[src/hw/rtl/format_value_in_radix_core_defines.svh]
// ----------------------------------------------------------------------------
// format_value_in_radix_core_defines
// Assertion macros shared by the radix formatter RTL.
// ----------------------------------------------------------------------------
`ifndef FORMAT_VALUE_IN_RADIX_CORE_DEFINES_SVH
`define FORMAT_VALUE_IN_RADIX_CORE_DEFINES_SVH

// Implication checked on every clock edge outside reset
`define FVR_ASSERT_IMP(label, ante, cons, msg) \
    label: assert property (@(posedge aclk) disable iff (!aresetn) (ante) |-> (cons)) \
        else $error(msg);

// Next-cycle implication checked outside reset
`define FVR_ASSERT_NEXT(label, ante, cons, msg) \
    label: assert property (@(posedge aclk) disable iff (!aresetn) (ante) |=> (cons)) \
        else $error(msg);

`endif

[src/hw/rtl/fvr_pkg.sv]
// ----------------------------------------------------------------------------
// fvr_pkg
// Types and constants shared by the radix formatter modules.
// ----------------------------------------------------------------------------
package fvr_pkg;

    localparam int INT_BITS   = 24;
    localparam int FRAC_BITS  = 24;
    localparam int VAL_W      = INT_BITS + FRAC_BITS + 1;
    localparam int MAX_RES    = 64;
    localparam int FRAC_LIM   = 38;
    localparam int CNT_W      = $clog2(INT_BITS + 1);
    localparam int PTR_W      = $clog2(INT_BITS);
    localparam int CHAR_CNT_W = $clog2(MAX_RES + 1);

    localparam logic [6:0] CH_DIGIT  = 7'd48;
    localparam logic [6:0] CH_LETTER = 7'd55;
    localparam logic [6:0] CH_DOT    = 7'd46;
    localparam logic [6:0] CH_MINUS  = 7'd45;

    localparam logic CFG_BASE  = 1'b0;
    localparam logic CFG_LIMIT = 1'b1;

    // Classified request handed from front to back
    typedef struct packed {
        logic                 neg;
        logic [INT_BITS-1:0]  int_part;
        logic [FRAC_BITS-1:0] frac_part;
    } fvr_req_t;

    function automatic logic [6:0] digit_char(input logic [5:0] d);
        digit_char = (d <= 6'd9) ? (7'(d) + CH_DIGIT) : (7'(d) + CH_LETTER);
    endfunction

endpackage

[src/hw/rtl/fvr_front.sv]
// ----------------------------------------------------------------------------
// fvr_front
// Accepts values, takes the magnitude and splits integer and fraction parts.
// ----------------------------------------------------------------------------
module fvr_front
    import fvr_pkg::*;
(
    input  logic                    aclk,
    input  logic                    aresetn,
    input  logic                    s_valid,
    output logic                    s_ready,
    input  logic signed [VAL_W-1:0] s_value,
    output logic                    q_valid,
    input  logic                    q_ready,
    output fvr_req_t                q_data
);

    logic [VAL_W-1:0]   neg_val;
    logic [VAL_W-2:0]   mag;
    logic               neg;
    fvr_req_t           req;

    // Magnitude with saturation of the most negative pattern
    always_comb begin
        neg     = s_value[VAL_W-1];
        neg_val = VAL_W'(0) - VAL_W'(s_value);
        if (!neg)
            mag = s_value[VAL_W-2:0];
        else if (neg_val[VAL_W-1])
            mag = '1;
        else
            mag = neg_val[VAL_W-2:0];
        req.neg       = neg && (mag != '0);
        req.int_part  = mag[VAL_W-2:FRAC_BITS];
        req.frac_part = mag[FRAC_BITS-1:0];
    end

    // Two-entry queue toward the back end
    fvr_req_t     fifo_reg [2];
    logic         wr_ptr_reg, rd_ptr_reg;
    logic [1:0]   cnt_reg;
    logic         push, pop;

    assign s_ready = (cnt_reg != 2'd2);
    assign q_valid = (cnt_reg != 2'd0);
    assign q_data  = fifo_reg[rd_ptr_reg];
    assign push    = s_valid && s_ready;
    assign pop     = q_valid && q_ready;

    always_ff @(posedge aclk) begin
        if (push)
            fifo_reg[wr_ptr_reg] <= req;
        if (!aresetn) begin
            wr_ptr_reg <= 1'b0;
            rd_ptr_reg <= 1'b0;
            cnt_reg    <= 2'd0;
        end else begin
            if (push) wr_ptr_reg <= ~wr_ptr_reg;
            if (pop)  rd_ptr_reg <= ~rd_ptr_reg;
            cnt_reg <= cnt_reg + 2'(push) - 2'(pop);
        end
    end

endmodule

[src/hw/rtl/fvr_back.sv]
// ----------------------------------------------------------------------------
// fvr_back
// Divides out integer digits, stacks them, then emits text and fraction.
// ----------------------------------------------------------------------------
module fvr_back
    import fvr_pkg::*;
(
    input  logic           aclk,
    input  logic           aresetn,
    input  logic           q_valid,
    output logic           q_ready,
    input  fvr_req_t       q_data,
    input  logic [5:0]     base,
    input  logic [5:0]     limit,
    output logic           m_valid,
    input  logic           m_ready,
    output logic [6:0]     m_text_char,
    output logic           m_last
);

    typedef enum logic [2:0] {
        S_IDLE, S_DIV, S_DIGIT, S_SIGN, S_POP, S_DOT, S_MUL
    } state_t;

    state_t                state_reg;
    logic                  neg_reg;
    logic [INT_BITS-1:0]   quo_reg;
    logic [5:0]            rem_reg;
    logic [$clog2(INT_BITS+1)-1:0] bit_reg;
    logic [FRAC_BITS-1:0]  frac_reg;
    logic [CNT_W-1:0]      cnt_reg;
    logic [CHAR_CNT_W-1:0] nchar_reg;
    logic [5:0]            fcnt_reg;
    logic [5:0]            cap_reg;
    logic [5:0]            stack_mem [INT_BITS];
    logic [5:0]            rd_data_reg;
    logic                  out_full;
    logic                  emit;

    // Shift-subtract step of the restoring divider
    logic [6:0] trial;
    logic [6:0] diff;
    assign trial = {rem_reg, quo_reg[INT_BITS-1]};
    assign diff  = trial - {1'b0, base};

    // Fraction multiply by the base
    logic [FRAC_BITS+5:0] prod;
    assign prod = FRAC_BITS'(0) + ({6'd0, frac_reg} * {{FRAC_BITS{1'b0}}, base});

    // Room for fraction digits after the dot
    logic [CHAR_CNT_W:0] room;
    logic [5:0]          cap;
    always_comb begin
        room = (CHAR_CNT_W+1)'(MAX_RES - 1) - {1'b0, nchar_reg};
        if ((CHAR_CNT_W+1)'(limit) < room) cap = limit;
        else cap = 6'(room);
    end

    assign out_full = m_valid && !m_ready;
    assign q_ready  = (state_reg == S_IDLE);

    // A character is loaded into the output register this cycle
    assign emit = !out_full && (((state_reg == S_SIGN) && neg_reg) ||
                                (state_reg == S_POP) || (state_reg == S_DOT) ||
                                (state_reg == S_MUL));

    logic [PTR_W-1:0] top_idx;
    assign top_idx = PTR_W'(cnt_reg - CNT_W'(1));

    always_ff @(posedge aclk) begin
        if (state_reg == S_DIGIT)
            stack_mem[PTR_W'(cnt_reg)] <= rem_reg;
        rd_data_reg <= stack_mem[top_idx];
        if (!aresetn) begin
            state_reg <= S_IDLE;
            m_valid   <= 1'b0;
        end else begin
            if (emit) m_valid <= 1'b1;
            else if (m_ready) m_valid <= 1'b0;
            case (state_reg)
                S_IDLE: begin
                    if (q_valid) begin
                        neg_reg   <= q_data.neg;
                        quo_reg   <= q_data.int_part;
                        frac_reg  <= q_data.frac_part;
                        rem_reg   <= '0;
                        bit_reg   <= '0;
                        cnt_reg   <= '0;
                        nchar_reg <= '0;
                        state_reg <= S_DIV;
                    end
                end
                // One quotient bit per cycle
                S_DIV: begin
                    if (diff[6]) begin
                        rem_reg <= trial[5:0];
                        quo_reg <= {quo_reg[INT_BITS-2:0], 1'b0};
                    end else begin
                        rem_reg <= diff[5:0];
                        quo_reg <= {quo_reg[INT_BITS-2:0], 1'b1};
                    end
                    bit_reg <= bit_reg + 1'b1;
                    if (bit_reg == ($clog2(INT_BITS+1))'(INT_BITS - 1))
                        state_reg <= S_DIGIT;
                end
                // Push remainder, decide whether to keep dividing
                S_DIGIT: begin
                    cnt_reg <= cnt_reg + 1'b1;
                    rem_reg <= '0;
                    bit_reg <= '0;
                    if (quo_reg != '0 && cnt_reg != CNT_W'(INT_BITS - 1))
                        state_reg <= S_DIV;
                    else
                        state_reg <= S_SIGN;
                end
                // Sign once, then this state is the stack read step for each digit
                S_SIGN: begin
                    if (!out_full) begin
                        if (neg_reg) begin
                            m_text_char <= CH_MINUS;
                            m_last      <= 1'b0;
                            nchar_reg   <= nchar_reg + 1'b1;
                            neg_reg     <= 1'b0;
                        end
                        state_reg <= S_POP;
                    end
                end
                // rd_data_reg holds the top entry here
                S_POP: begin
                    if (!out_full) begin
                        m_text_char <= digit_char(rd_data_reg);
                        nchar_reg   <= nchar_reg + 1'b1;
                        cnt_reg     <= cnt_reg - 1'b1;
                        if (cnt_reg == CNT_W'(1)) begin
                            m_last    <= (frac_reg == '0) || (cap == 6'd0);
                            state_reg <= ((frac_reg == '0) || (cap == 6'd0))
                                         ? S_IDLE : S_DOT;
                        end else begin
                            m_last    <= 1'b0;
                            state_reg <= S_SIGN;
                        end
                    end
                end
                S_DOT: begin
                    if (!out_full) begin
                        m_text_char <= CH_DOT;
                        m_last      <= 1'b0;
                        cap_reg     <= cap;
                        fcnt_reg    <= '0;
                        state_reg   <= S_MUL;
                    end
                end
                S_MUL: begin
                    if (!out_full) begin
                        m_text_char <= digit_char(prod[FRAC_BITS+5:FRAC_BITS]);
                        frac_reg    <= prod[FRAC_BITS-1:0];
                        fcnt_reg    <= fcnt_reg + 1'b1;
                        if (prod[FRAC_BITS-1:0] == '0 || fcnt_reg + 1'b1 == cap_reg) begin
                            m_last    <= 1'b1;
                            state_reg <= S_IDLE;
                        end else begin
                            m_last    <= 1'b0;
                        end
                    end
                end
                default: state_reg <= S_IDLE;
            endcase
        end
    end

endmodule

[src/hw/rtl/format_value_in_radix_core.sv]
// ----------------------------------------------------------------------------
// format_value_in_radix_core
// Formats a signed Q24.24 value as ASCII text in a base from 2 to 36.
// ----------------------------------------------------------------------------
// Channel  Direction  Signals
// s_       in         s_valid s_ready s_value
// m_       out        m_valid m_ready m_text_char m_last
// cfg_     in         cfg_valid cfg_ready cfg_index cfg_data
//
// Each integer digit is found by the bit-serial divider (one S_DIV step per quotient bit, then a push).
// Each integer digit is emitted as a stack read step and an output step, the '-'
// rides in the read step; the dot and each fraction digit take one step each.
// A stalled output holds the back end in its character-emitting states.
// Synchronous active-low reset clears control; the queue holds two values.
// ----------------------------------------------------------------------------
`include "format_value_in_radix_core_defines.svh"

module format_value_in_radix_core
    import fvr_pkg::*;
(
    input  logic                    aclk,
    input  logic                    aresetn,
    input  logic                    s_valid,
    output logic                    s_ready,
    input  logic signed [VAL_W-1:0] s_value,
    output logic                    m_valid,
    input  logic                    m_ready,
    output logic [6:0]              m_text_char,
    output logic                    m_last,
    input  logic                    cfg_valid,
    output logic                    cfg_ready,
    input  logic                    cfg_index,
    input  logic [5:0]              cfg_data
);

    logic [5:0] base_reg, limit_reg, base_eff, limit_eff;
    logic       q_valid, q_ready;
    fvr_req_t   q_data;

    // Configuration registers
    assign cfg_ready = 1'b1;
    always_ff @(posedge aclk) begin
        if (!aresetn) begin
            base_reg  <= 6'd10;
            limit_reg <= 6'd16;
        end else if (cfg_valid) begin
            case (cfg_index)
                CFG_BASE:  base_reg  <= cfg_data;
                CFG_LIMIT: limit_reg <= cfg_data;
                default: ;
            endcase
        end
    end

    // Clamp to supported ranges
    assign base_eff  = (base_reg < 6'd2) ? 6'd2 : ((base_reg > 6'd36) ? 6'd36 : base_reg);
    assign limit_eff = (limit_reg > 6'(FRAC_LIM)) ? 6'(FRAC_LIM) : limit_reg;

    fvr_front u_front (
        .aclk, .aresetn, .s_valid, .s_ready, .s_value,
        .q_valid, .q_ready, .q_data
    );

    fvr_back u_back (
        .aclk, .aresetn, .q_valid, .q_ready, .q_data,
        .base(base_eff), .limit(limit_eff),
        .m_valid, .m_ready, .m_text_char, .m_last
    );

    `FVR_ASSERT_NEXT(a_out_hold, m_valid && !m_ready, m_valid && $stable(m_text_char), "stalled output changed")
    `FVR_ASSERT_IMP(a_base_range, 1'b1, base_eff >= 6'd2 && base_eff <= 6'd36, "base out of range")
    `FVR_ASSERT_IMP(a_take_idle, q_valid && q_ready, !m_valid || m_last, "back took request mid-text")

endmodule
[config.mk]
export PLATFORM = sky130hd
export DESIGN_NAME = format_value_in_radix_core
export DESIGN_NICKNAME = d
export VERILOG_FILES = /design/src/hw/rtl/fvr_pkg.sv /design/src/hw/rtl/fvr_front.sv /design/src/hw/rtl/fvr_back.sv /design/src/hw/rtl/format_value_in_radix_core.sv
export VERILOG_INCLUDE_DIRS = /design/src /design/src/hw/rtl
export SDC_FILE = /design/constraint.sdc
export NUM_CORES = 1
export LEC_CHECK = 0
export BUFFER_PORTS_ARGS = -buffer_cell sky130_fd_sc_hd__buf_2
export CORE_MARGIN = 3
export CORE_UTILIZATION = 40
export DETAILED_ROUTE_END_ITERATION = 6
export GPL_TIMING_DRIVEN = 0
export SLEW_MARGIN = 20
export SYNTH_ARGS = -nofsm -noshare
export SYNTH_HDL_FRONTEND = slang
export SYNTH_HIERARCHICAL = 1
export SYNTH_SLANG_ARGS = --single-unit
export TNS_END_PERCENT = 1
[constraint.sdc]
create_clock -name aclk -period 15.2 [get_ports aclk]
set_input_delay 0.76 -clock aclk [delete_from_list [all_inputs] [get_ports aclk]]
set_output_delay 0.76 -clock aclk [all_outputs]
set_load 0.005 [all_outputs]
==> impl_results.md <==
- Clk sink count: 361
- Top cell type by total area after synthesis: edfxtp_1
- Synth Warn #: 6
- Clock Pin Slew Worst Setup and Hold Paths: 60 ps
- Share of cells above drive strength 1: 14.6%
- Switching share of power: 37.5%
- WP data required: 15520 ps
- Initial Utilization: 40.5%
- Site row count: 86
- Seq cells post-synth: 361
- Final GP Congestion: 0.870
- Final period utilization: 50.0%
- CTS max path bufs: 3
- Vias in the first global route: 15800
- Fillers: 5153
- Critical Path AT: 7910 ps
- Via density: 5.49
- Final Critical Period: 7590 ps
- Overflow after GRT: 0
- # DRC: 0
- CP Launch Type: flop
- Clock Power Share: 22.4%
- Worst R2R Setup Slack: 7610 ps
- Place WS: 7680 ps
- Core ar.: 0.0553 mm²
- Sequential-to-total area share from yosys stat: 47.2%
- Distinct cell type count after synthesis: 95
- PwrDens: 165 mW/mm²
- Int Pwr: 0.00257 W
- Reg area: 0.0106 mm²
- Seq pwr share: 34.9%
- First-pass GRT wire length: 88200 µm
- Syn Area/Cell: 11.6 µm²
- Post-synth top area share: 44.8%
- Worst setup EP type: flop
- Root Buffer Master: clkbuf_16
- Leak pwr: 9.26 nW
- Resized Gates After CTS: 0
- Wire length per cell: 19.5 µm
- DP Cell Count: 2745
- Multi-input combinational cell area: 0.0110 mm²
- Antenna Violating Nets Remaining: 0
- Slew headroom: 32.2%
- Netlist Area Pre-Place: 0.0224 mm²
- Total Power: 0.00412 W
- Die Ht: 243 µm
- Initial antenna violation count: 1
- Critical path endpoint: u_back/m_text_char[0]
- Post-synth net total: 2151
- Clock Skew: 14.5 ps
- Final Setup Violations: 0
- Postcts setup bufs: 0
- Crit Path Max Fanout: 10
- Nets: 2254
- CTS tree: done
- CTS H-tree lvls: 2
- Worst Hold Class: input port to flop
- GRT Total Usage: 18.8%
- Comb pwr share: 42.7%
- Worst slew pin tran: 1020 ps
- Non-Filler Instances: 2813
- Area grow syn2layout: 11.5%
- Number of buffers created by CTS: 39
- Final Hold Viols: 0
- Setup TNS: 0 ps
- Clock latency on the worst-skew pair: 540 ps
- Pin count of the biggest net entering global routing: 50
- DPL Wire Length: 41000 µm
- Setup ws final: 7610 ps
- Critical path type: flop to flop
- Max Cap Violations: 0
- P_sw: 0.00154 W
- Worst R2R Path Depth: 25
- RSZ-0062 raised after global routing: false
- DR pass1 iterations: 5
- Die Wd: 243 µm
- Initial DRC count: 1216
- Post-cts hold buffer count: 0
- Top post-synthesis cells by area: edfxtp_1 (45%), fa_1 (8.0%), mux4_2 (4.2%), and2_1 (4.1%), mux2_2 (4.0%)
- Status: completed
- Cells after Synth: 1935
- R2R Path End: u_back/m_text_char[0]
- Vias post-DR: 15500
- Die area: 0.0589 mm²
- Max Freq: 132 MHz
- Final wirelength: 54800 µm
- I/O Pins: 72
- Final count of pins violating max slew: 0
- Worst R2R Start: base_reg[3]
- Critical path startpoint: base_reg[3]
- Max reg flops: 144
- Post-synth EDFFs: 334
- Peak VDD IR: 0.0816 mV
- Async set-reset flop share out of synthesis: 0%
- IO buf count: 59
- Primary FF master, synth: edfxtp_1
-- critical path, stage by stage, from the launching register on --
cell	delay (ps)
dfxtp_1	350
or2_1	260
nor3_2	170
o21a_1	480
clkbuf_1	580
and2_1	260
fa_1	440
fa_1	500
inv_1	60
fa_1	530
inv_1	40
ha_1	420
nand2_1	80
o21ai_1	480
a41oi_1	320
a21boi_1	260
o22ai_1	110
xnor2_1	380
inv_1	220
ha_1	280
or2_2	330
nand2b_1	90
mux2i_1	80
o21ai_2	250
nor3_1	80
a221oi_1	310
-- cells by family after synthesis --
group,count (synthesis),synth area share (%)
buffers and inverters,234,4.14
muxes,139,9.00
xor gates and xnor gates,89,3.55
other,1,0.0167
AOI/OAI and AO/OA,275,8.54
DFF,361,47.2
adders and majority gates,155,11.7
and+or+nand+nor,681,15.9
-- cell usage after synthesis (18+ instances only) --
library cell,instances
ha_1,65
nand3_1,42
mux2i_1,18
fa_1,90
clkbuf_1,61
nor3_1,28
inv_1,145
xnor2_1,38
and2_1,148
xor2_1,49
mux4_2,42
a21oi_1,55
or3_1,19
mux2_2,79
o21ai_0,66
nor2b_1,19
nand2_1,188
nor2_1,98
nor4_1,36
dfxtp_1,27
nand2b_1,18
edfxtp_1,334
nand4_1,18
-- cell type report --
cell class / count / area share [%]
buffer: 89 / 1.53
clock buffer: 50 / 4.28
sequential: 361 / 42.3
timing repair buffer: 62 / 1.40
inverter: 145 / 2.18
clock inverter: 17 / 0.676
multi-input combinational: 1340 / 43.8
antenna: 1 / 0.0100
tap: 748 / 3.75
-- through the flow --
| stage | util (%) | hold slack [ps] | cell area (µm²) |
|---|---|---|---|
| global route | 45.2 | 485 | 25000 |
| global placement | 42.7 | 459 | 23600 |
| finish | 45.2 | 467 | 25000 |
| CTS | 45.2 | 439 | 25000 |
| detailed placement | 42.9 | 465 | 23700 |
| floorplan | - | 435 | 22400 |
-- power groups by stage --
stage	sequential, W	clock, W	combinational (W)
after floorplan	0.00140	0	0.00130
after global placement	0.00146	0	0.00170
after detailed placement	0.00146	0	0.00174
after CTS	0.00144	0.000946	0.00176
after global routing	0.00146	0.000989	0.00195
final	0.00144	0.000920	0.00176
-- worst min path at each step --
stage,from,endpoint,slack [ps],cells after the start
2_1_floorplan,base_reg[0],base_reg[0],440,2
3_3_place_gp,base_reg[0],base_reg[0],460,2
3_5_place_dp,base_reg[0],base_reg[0],460,2
4_1_cts,cfg_data[3],base_reg[3],440,3
5_1_grt,cfg_data[4],base_reg[4],490,3
6_report,cfg_data[3],base_reg[3],470,3
-- per-layer routing --
layer	share of wire, %	routed length, µm	up-vias	global-route usage (%)
met3	6.4	3530	83	3.35
met2	45	24700	501	29.3
li1	-	-	7191	-
met5	0	0	-	0
met4	2.1	1170	0	4.78
met1	46	25500	7680	27.2
-- placed cells by master (no fill, tap or decap), types with 6 or more instances in the layout --
cell and instances:
edfxtp_1 334, nand2_1 188, and2_1 147, inv_1 145
nor2_1 97, fa_1 90, mux2_2 79, clkbuf_1 69
o21ai_0 66, buf_2 65, ha_1 65, a21oi_1 54
xor2_1 49, nand3_1 42, mux4_2 42, clkbuf_16 41
xnor2_1 38, nor4_1 35, nor3_1 28, dfxtp_1 27
nor2b_1 19, or3_1 19, nand2b_1 18, nand4_1 18
mux2i_1 18, buf_1 16, o41ai_1 16, and3_1 15
a21o_1 12, o31ai_1 12, a21boi_0 11, o211ai_1 11
or2_2 11, o21a_1 9, or4_1 8, a31o_2 7
o2111ai_1 6, a31oi_1 6
(Power assumes the default switching activity.)
